`src/rtl/fmr_pkg.sv`:
```
// ----------------------------------------------------------------------------
// fmr_pkg
// shared types for the fraction multiply and reduce block
// ----------------------------------------------------------------------------
package fmr_pkg;

  localparam int unsigned NUM_W = 32;
  localparam int unsigned DEN_W = 31;

  // controller to datapath commands
  typedef struct packed {
    logic load;      // capture inputs
    logic mul;       // register products
    logic prep;      // set up gcd operands
    logic gcd_init;  // start one remainder step
    logic gcd_step;  // one restoring division bit
    logic gcd_swap;  // a <= b, b <= rem
    logic div_init;  // start quotient division
    logic div_step;  // one quotient bit for both products
    logic fin;       // form result
  } cmd_t;

  // datapath to controller status
  typedef struct packed {
    logic reduce;    // reduction needed
    logic b_zero;    // gcd second operand is zero
    logic cnt_done;  // bit counter expired
  } sts_t;

endpackage

```
`src/rtl/fmr_ctrl.sv`:
```
// ----------------------------------------------------------------------------
// fmr_ctrl
// sequencer for load, multiply, gcd, divide and output
// ----------------------------------------------------------------------------
module fmr_ctrl (
  input  logic           clk,
  input  logic           rst,
  input  logic           s_tvalid,
  output logic           s_tready,
  output logic           m_tvalid,
  input  logic           m_tready,
  input  fmr_pkg::sts_t  sts,
  output fmr_pkg::cmd_t  cmd
);

  typedef enum logic [8:0] {
    IDLE  = 9'b000000001,
    MUL   = 9'b000000010,
    PREP  = 9'b000000100,
    GTEST = 9'b000001000,
    GDIV  = 9'b000010000,
    DINIT = 9'b000100000,
    DDIV  = 9'b001000000,
    FIN   = 9'b010000000,
    OUT   = 9'b100000000
  } state_t;

  state_t state, state_next;

  always_comb begin
    state_next = state;
    cmd = '0;
    s_tready = (state == IDLE);
    m_tvalid = (state == OUT);
    case (state)
      IDLE: begin
        cmd.load = s_tvalid;
        if (s_tvalid) state_next = MUL;
      end
      MUL: begin
        cmd.mul = 1'b1;
        state_next = PREP;
      end
      PREP: begin
        cmd.prep = 1'b1;
        state_next = GTEST;
      end
      GTEST: begin
        if (!sts.reduce) begin
          state_next = FIN;
        end else if (sts.b_zero) begin
          state_next = DINIT;
        end else begin
          cmd.gcd_init = 1'b1;
          state_next = GDIV;
        end
      end
      GDIV: begin
        cmd.gcd_step = 1'b1;
        if (sts.cnt_done) begin
          cmd.gcd_swap = 1'b1;
          state_next = GTEST;
        end
      end
      DINIT: begin
        cmd.div_init = 1'b1;
        state_next = DDIV;
      end
      DDIV: begin
        cmd.div_step = 1'b1;
        if (sts.cnt_done) state_next = FIN;
      end
      FIN: begin
        cmd.fin = 1'b1;
        state_next = OUT;
      end
      OUT: begin
        if (m_tready) state_next = IDLE;
      end
      default: state_next = IDLE;
    endcase
  end

  always_ff @(posedge clk) begin
    if (rst) state <= IDLE;
    else state <= state_next;
  end

  a_out_hold: assert property (@(posedge clk) disable iff (rst)
    (state == OUT) && !m_tready |=> (state == OUT))
    else $error("result dropped while stalled");
  a_one_side: assert property (@(posedge clk) disable iff (rst)
    !(s_tready && m_tvalid))
    else $error("input taken while result pending");
  a_load_next: assert property (@(posedge clk) disable iff (rst)
    cmd.load |=> (state == MUL))
    else $error("load not followed by multiply");

endmodule

```
`src/rtl/fmr_dp.sv`:
```
// ----------------------------------------------------------------------------
// fmr_dp
// products, bit-serial euclid gcd and shared bit-serial divider
// ----------------------------------------------------------------------------
module fmr_dp #(
  parameter int IN_WIDTH = 16
) (
  input  logic                          clk,
  input  fmr_pkg::cmd_t                 cmd,
  output fmr_pkg::sts_t                 sts,
  input  logic [4*IN_WIDTH-1:0]         din,
  output logic [fmr_pkg::NUM_W-1:0]     prod_num,
  output logic [fmr_pkg::DEN_W-1:0]     prod_den
);

  localparam int PW = 2 * IN_WIDTH;          // product magnitude width
  localparam int CW = $clog2(PW + 1);
  // sign is applied at the wider of product and output width
  localparam int XW = (PW > int'(fmr_pkg::NUM_W)) ? PW : int'(fmr_pkg::NUM_W);

  logic signed [IN_WIDTH-1:0] na, da, nb, db;
  logic signed [PW-1:0] p, q;
  logic pneg, qneg, reduce;
  logic [PW-1:0] pm, qm, ga, gb, rem, quo, rem2, quo2;
  logic [CW-1:0] cnt;
  logic [PW:0] t1, t2;

  always_ff @(posedge clk) begin
    if (cmd.load) begin
      na <= din[IN_WIDTH-1:0];
      da <= din[2*IN_WIDTH-1:IN_WIDTH];
      nb <= din[3*IN_WIDTH-1:2*IN_WIDTH];
      db <= din[4*IN_WIDTH-1:3*IN_WIDTH];
    end
  end

  // one restoring step each for the two remainder chains
  assign t1 = {rem, quo[PW-1]} - {1'b0, gb};
  assign t2 = {rem2, quo2[PW-1]} - {1'b0, gb};

  always_ff @(posedge clk) begin
    if (cmd.mul) begin
      p <= PW'(na * nb);
      q <= PW'(da * db);
    end
    if (cmd.prep) begin
      pneg <= p[PW-1];
      qneg <= q[PW-1];
      pm <= p[PW-1] ? PW'(-p) : p;
      qm <= q[PW-1] ? PW'(-q) : q;
      ga <= p[PW-1] ? PW'(-p) : p;
      gb <= q[PW-1] ? PW'(-q) : q;
      // min(p,q) nonzero
      reduce <= (p < q) ? (p != '0) : (q != '0);
    end
    if (cmd.gcd_init) begin
      rem <= '0;
      quo <= ga;
      cnt <= CW'(PW);
    end
    if (cmd.div_init) begin
      gb <= ga;  // gcd now in ga, use as divisor
      rem <= '0;
      quo <= pm;
      rem2 <= '0;
      quo2 <= qm;
      cnt <= CW'(PW);
    end
    if (cmd.gcd_step || cmd.div_step) begin
      cnt <= cnt - 1'b1;
      if (!t1[PW]) rem <= t1[PW-1:0];
      else rem <= {rem[PW-2:0], quo[PW-1]};
      quo <= {quo[PW-2:0], !t1[PW]};
      if (!t2[PW]) rem2 <= t2[PW-1:0];
      else rem2 <= {rem2[PW-2:0], quo2[PW-1]};
      quo2 <= {quo2[PW-2:0], !t2[PW]};
    end
    if (cmd.gcd_swap) begin
      ga <= gb;
      gb <= !t1[PW] ? t1[PW-1:0] : {rem[PW-2:0], quo[PW-1]};
    end
    if (cmd.fin) begin
      logic [PW-1:0] fn, fd;
      logic [XW-1:0] fx;
      logic sn;
      fn = reduce ? quo : pm;
      fd = reduce ? quo2 : qm;
      fx = XW'(fn);
      sn = pneg ^ qneg;
      prod_num <= fmr_pkg::NUM_W'(sn ? -fx : fx);
      prod_den <= fmr_pkg::DEN_W'(fd);
    end
  end

  assign sts.reduce = reduce;
  assign sts.b_zero = (gb == '0);
  assign sts.cnt_done = (cnt == CW'(1));

endmodule

```
`src/rtl/fraction_multiply_reduce.sv`:
```
// ----------------------------------------------------------------------------
// fraction_multiply_reduce
// multiplies two signed fractions and reduces the product by its gcd
// ----------------------------------------------------------------------------
// usage
//   s_ side takes one word: num_a, den_a, num_b, den_b (two's complement)
//   m_ side gives one word: reduced prod_num (signed) and prod_den (>= 0)
//   one item at a time: s_tready is high only while the block is idle
//   with no reduction the word passes the MUL, PREP, GTEST and FIN states
//   before m_tvalid; with reduction each euclid remainder step and the
//   final quotient pair add a pass of the bit-serial restoring divider
//   the next word is taken only after the result has been accepted
//   no reduction when the smaller signed product is zero
//   a negative denominator flips both signs; a zero denominator passes
//   reset returns the controller to idle with no result pending
//   while m_tready is low the result is held and no new word is taken
// ----------------------------------------------------------------------------
module fraction_multiply_reduce #(
  parameter int IN_WIDTH = 16
) (
  input  logic                  clk,
  input  logic                  rst,
  input  logic                  s_tvalid,
  output logic                  s_tready,
  // num_a, den_a, num_b, den_b from bit 0 up
  input  logic [((4*IN_WIDTH+7)/8)*8-1:0] s_tdata,
  output logic                  m_tvalid,
  input  logic                  m_tready,
  // prod_num[31:0], prod_den[62:32], zero pad
  output logic [63:0]           m_tdata
);

  fmr_pkg::cmd_t cmd;
  fmr_pkg::sts_t sts;
  logic [fmr_pkg::NUM_W-1:0] prod_num;
  logic [fmr_pkg::DEN_W-1:0] prod_den;

  fmr_ctrl u_ctrl (
    .clk, .rst, .s_tvalid, .s_tready, .m_tvalid, .m_tready, .sts, .cmd
  );

  fmr_dp #(.IN_WIDTH(IN_WIDTH)) u_dp (
    .clk, .cmd, .sts,
    .din(s_tdata[4*IN_WIDTH-1:0]),
    .prod_num, .prod_den
  );

  assign m_tdata = {1'b0, prod_den, prod_num};

endmodule
```
`config.mk`:
```
export PLATFORM = sky130hd
export DESIGN_NAME = fraction_multiply_reduce
export DESIGN_NICKNAME = d
export VERILOG_FILES = /design/src/rtl/fmr_pkg.sv /design/src/rtl/fmr_ctrl.sv /design/src/rtl/fmr_dp.sv /design/src/rtl/fraction_multiply_reduce.sv
export SDC_FILE = /design/constraint.sdc
export NUM_CORES = 2
export LEC_CHECK = 0
export BUFFER_PORTS_ARGS = -buffer_cell sky130_fd_sc_hd__buf_4
export CORE_AREA = 2 2 315 317
export DETAILED_ROUTE_END_ITERATION = 7
export DIE_AREA = 0 0 317 319
export GPL_TIMING_DRIVEN = 0
export PLACE_DENSITY = 0.71
export SYNTH_ARGS = -nofsm -noshare
export SYNTH_HDL_FRONTEND = slang
export SYNTH_HIERARCHICAL = 1
export SYNTH_SLANG_ARGS = --single-unit
```
`constraint.sdc`:
```
create_clock -name clk -period 9.5 [get_ports clk]
set_clock_uncertainty 0.15 [all_clocks]
set_input_delay 1.9 -clock clk [delete_from_list [all_inputs] [get_ports clk]]
set_output_delay 1.9 -clock clk [all_outputs]
set_load 0.02 [all_outputs]
```
# After elaboration in Yosys (flattened, before gate mapping)
# Index checks and enable logic that the tools add are counted.
[totals]
ff_bits = 465
wordCells = 100
output_inout_bits = 66
inputBits = 68
[op_classes]
n_lt_le_gt_ge = 1
eq_ne = 14
mux = 44
n_addsub = 6
n_reduce_logical = 11
n_bitwise = 1
multipliers = 2
[op_table]
columns = ["op", "count"]
rows = [
  ["$mux W32", 21],
  ["$neg A32 Y32", 3],
  ["$pmux W9 S9", 1],
  ["$sub A33 B32 Y33", 2],
  ["$mul A16 B16 Y32", 2],
  ["$reduce_bool A32 Y1", 2],
  ["$mux W9", 4],
  ["$logic_not A32 Y1", 1],
  ["$lt A32 B32 Y1", 1],
  ["$mux W31", 1],
  ["$mux W6", 4],
  ["$mux W1", 11],
  ["$eq A9 B1 Y1 const B", 1],
  ["$eq A9 B2 Y1 const B", 1],
  ["$eq A9 B3 Y1 const B", 1],
  ["$eq A9 B4 Y1 const B", 1],
  ["$eq A9 B5 Y1 const B", 1],
  ["$eq A9 B6 Y1 const B", 1],
  ["$eq A9 B7 Y1 const B", 1],
  ["$eq A9 B8 Y1 const B", 1],
  ["$eq A9 B9 Y1 const B", 1],
  ["$mux W8", 1],
  ["$eq A6 B1 Y1 const B", 1],
  ["$ne A2 B2 Y1 const B", 3],
  ["9 further kinds", 12],
]

# Logic depth before layout (Yosys ltp)
[depth]
depth_word = 7
depth_mapped = 25
ltp_nobuf = 24

# By module
# The synthesis kept the hierarchy.
[modules_own_cells]
columns = ["module", "instances", "cells_per_inst", "seq_area_each_um2", "area_per_inst_um2"]
rows = [
  ["fmr_dp", 1, 4097, 13693.1, 42956.2],
  ["fmr_ctrl", 1, 74, 180.2, 629.4],
  ["fraction_multiply_reduce", 1, 2, 0.0, 11.3],
]

# Worst setup path before layout
# No wires, ideal clock.
[synth_path]
path_kind = "input -> register"
startpoint = "in s_tvalid"
endpoint = "reg u_dp.da[0], enable pin"
n_path_buf = 0
t_required_ps = 8785
stages = 2
setup_time_ps = 565
arrival_time_ps = 6303
setup_slack_ps = 2483
path_cell_list = "inv_1 nor3_1"
[synth_lines]
columns = ["element", "line", "rtl"]
rows = [
  ["from (decl)", "fraction_multiply_reduce.sv:23", "input logic s_tvalid,"],
  ["to (signal assigned)", "fmr_dp.sv:31", "da <= din[2*IN_WIDTH-1:IN_WIDTH];"],
  ["to (decl)", "fmr_dp.sv:21", "logic signed [IN_WIDTH-1:0] na, da, nb, db;"],
]

# Final worst setup path
[layout_path]
startpoint = "reg u_dp.da[7]"
endpoint = "reg u_dp.q[31], data pin"
[layout_between]
elab_chain_cells = 1
[layout_rtl]
columns = ["element", "line", "rtl"]
rows = [
  ["$mul A16 B16 Y32", "fmr_dp.sv:44", "q <= PW'(da * db);"],
  ["to (signal assigned)", "fmr_dp.sv:44", ""],
  ["to (decl)", "fmr_dp.sv:22", "logic signed [PW-1:0] p, q;"],
]
# No other way between the ends.
# A chain may end at the register's enable or synchronous reset.

==> run_results.csv <==
group,metric,value,unit
critical_path,critPathCaptureType,"flop",
yosys,syn-instance-count,4173,
hold_path,min_path_cells,2,
global_route,grt_usage,22.8,%
yosys,synth_top_area_cell,"edfxtp_1",
timing,setup_tns,0,ps
floorplan,rows,115,
yosys,yosys.cell_types.count,81,
finish,layout-drive-gt1-share,7.70,%
place,place_area,46400,um^2
clock_network,post_cts_resized,0,
finish,multi_input_area,26700,um^2
clock_network,cts_sinks,465,
critical_path,worstReg2RegEnd,"u_dp/q[31]",
timing,period_share,82.7,%
routing,num_vias,31000,
outcome,status,"finished, final reports clean",
place,dp_hpwl,90.8,mm
routing,ant_nets,0,
floorplan,initial_core_util,44.6,%
timing,rsz0062_at_grt,"no",
clock_network,clockBufferDepth,3,
routing,first_pass_iters,7,
timing,setup_viol,0,
critical_path,path_max_fanout,10,
clock_network,cts_tree,"built",
critical_path,required,9710,ps
global_route,antenna_found_initial,3,
yosys,syn_avg_cell_area,10.4,um^2
global_route,grt_pass1_wl,177,mm
yosys,synth_area_leaders,"edfxtp_1 31%, fa_1 24%, ha_1 7.6%",
clock_network,clk_latency,650,ps
timing,relSlewSlack,30.8,%
floorplan,fp.dieArea,101000,um^2
floorplan,die_h,319,um
routing,drtIter0Drc,2507,
clock_network,cts_buffers,53,
timing,drv_slew,0,
hold_path,holdPathEnd,"u_dp/quo2[31]",
yosys,synthArstFlopShare,0,%
critical_path,cp_slowest_cell,"edfxtp_1",
yosys,syn-num-nets,5031,
finish,layout.nets,5229,
clock_network,cts_root_buffer,"clkbuf_16",
yosys,syn_area,43600,um^2
critical_path,cp-start-kind,"flop",
clock_network,cts.reportedPaths.clkPinSlew,60,ps
run,drv_cap,0,
critical_path,cp_cell_sequence,"clkbuf_1, nand2_1, fa_1, inv_1, fa_1, inv_1, fa_1, inv_1, fa_1, fa_1, inv_1, fa_1, inv_1, ha_1, nand3_1, nor3_1, inv_1, o41ai_1, a21oi_1, o21bai_1, a211oi_1, a21oi_1, nor2_1, xnor2_1",
yosys,yosysTopAreaCellShare,31.4,%
timing,hold_ws,369,ps
yosys,synth_flop_cell,"edfxtp_1",
critical_path,rrSetupSlack,1650,ps
finish,design_area,48300,um^2
floorplan,io_pins,134,
timing,fin_crit,7850,ps
finish,regArea,13900,um^2
floorplan,die_w,317,um
critical_path,reg2reg_from,"u_dp/da[7]",
routing,vias_per_cell,5.43,
hold_path,worstHoldPathType,"reg2reg",
yosys,yosysSeqAreaShare,31.8,%
timing,tightestPinTransition,1030,ps
routing,wirelength,113,mm
yosys,synth_edf_count,456,
critical_path,r2r_cells,24,
finish,n_fill_cell,8808,
hold_path,hp-start,"u_dp/qm[31]",
place,place.gp.congestion,0.929,
clock_network,htree_levels,2,
yosys,ys_seq_elements,465,
critical_path,worstPathArrival,8070,ps
clock_network,ctsHoldBuffers,0,
finish,area_delta_synth_final,10.9,%
finish,post-route-util,49.5,%
routing,drc,0,
timing,hold_viol,0,
global_route,overflow,0,
clock_network,post_cts_buffers,0,
global_route,grt_start_max_net_pins,65,
place,numPortBuffers,132,
floorplan,coreArea,97700,um^2
timing,fmax,0.127,GHz
critical_path,critPathMaxStageDelay,600,ps
yosys,yosysWarnings,6,
routing,wl_per_cell,19.9,um
global_route,grt_pass1_vias,31700,
critical_path,worstSetupPathType,"reg2reg",
[state kept, by name, summed over array words and instances, names as in the netlist, 6 cells and up]
| name | flops |
|---|---|
| u_dp/rem | 32 |
| u_dp/p | 32 |
| u_dp/pm | 32 |
| u_dp/cnt | 6 |
| u_dp/da | 16 |
| u_dp/q | 32 |
| u_dp/quo2 | 32 |
| u_dp/prod_num | 32 |
| u_dp/nb | 16 |
| u_dp/na | 16 |
| u_dp/prod_den | 31 |
| u_dp/rem2 | 32 |
| u_dp/db | 16 |
| u_ctrl/state | 9 |
| u_dp/gb | 32 |
| u_dp/quo | 32 |
| u_dp/ga | 32 |
| u_dp/qm | 32 |
[layout by cell type, fill, tap and decap left out, types with 21 or more instances in the layout]
master,instances
or3_1,22
a211oi_1,21
clkbuf_16,53
nor2_1,234
ha_1,264
buf_4,134
nor3_1,33
xor2_1,54
a21o_1,56
nand2b_1,42
o31ai_1,24
nand3_1,24
mux2_2,61
clkbuf_1,125
nand2_1,438
edfxtp_1,456
o21ai_0,129
and2_1,255
fa_1,526
nor2b_1,27
inv_1,669
mux2i_1,109
xnor2_1,169
a21oi_1,186
[worst max path at each step]
stage	endpoint	start	slack, ps	cells past startpoint
global route	u_dp/q[31]	u_dp/da[7]	1350	24
detailed placement	u_dp/q[31]	u_dp/da[7]	1810	24
floorplan	u_dp/da[0]	s_tvalid	2480	2
CTS	u_dp/q[31]	u_dp/da[7]	1780	24
finish	u_dp/q[31]	u_dp/da[7]	1650	24
global placement	u_dp/nb[1]	s_tvalid	-1190	3
[per-stage QoR]
step                      std cells  setup WS, ps
after floorplan                4173          2480
after global placement         5592         -1190
after detailed placement       5603          1810
after CTS                      5701          1780
after global routing           5701          1350
final                          5702          1650
[logic make-up after synthesis]
logic type               synth area share [%]
AO/OA/AOI/OAI                            7.55
XOR/XNOR                                 4.48
adder cells (fa/ha/maj)                  31.7
buffers and inverters                    7.05
flip-flops                               31.8
multiplexers                             4.08
other                                 0.00860
AND/OR/NAND/NOR                          13.3
[synth_stat cells, types with 24 or more instances]
cell type / count
nor2_1: 234
edfxtp_1: 456
fa_1: 526
xnor2_1: 169
mux2i_1: 109
or3_1: 24
nor3_1: 34
nand2b_1: 42
nand2_1: 438
o31ai_1: 24
clkbuf_1: 120
xor2_1: 54
nor2b_1: 27
and2_1: 255
ha_1: 264
a21o_1: 56
a21oi_1: 186
mux2_2: 61
nand3_1: 24
o21ai_0: 129
inv_1: 669
[critical path, delay by kind of cell, from the launching register on]
kind | cells | cell delay, ps
XOR/XNOR | 1 | 450
buffers and inverters | 7 | 880
AO/OA/AOI/OAI | 5 | 1400
flip-flops | 1 | 600
adder cells (fa/ha/maj) | 7 | 3410
AND/OR/NAND/NOR | 4 | 680
[layer usage]
metal | up-vias | track usage, % | share of wire (%)
met4 | 2 | 8.17 | 4.0
li1 | 14100 | - | -
met2 | 1175 | 38.0 | 48
met1 | 15400 | 30.3 | 41
met5 | - | 0 | 0.026
met3 | 258 | 3.08 | 7.2
[cell type report]
| type | instances | share of cell area, % |
|---|---|---|
| Multi-Input combinational cell | 2896 | 55.2 |
| Sequential cell | 465 | 28.7 |
| Inverter | 669 | 5.19 |
| Tap cell | 1287 | 3.33 |
| Clock buffer | 58 | 2.78 |
| Timing Repair Buffer | 143 | 2.45 |
| Clock inverter | 40 | 1.20 |
| Buffer | 143 | 1.17 |
| Antenna cell | 1 | 0.00518 |
Power is left out: the tool's default activity adds up to more than one toggle a clock period on the data nets, which glitch-free logic cannot reach.
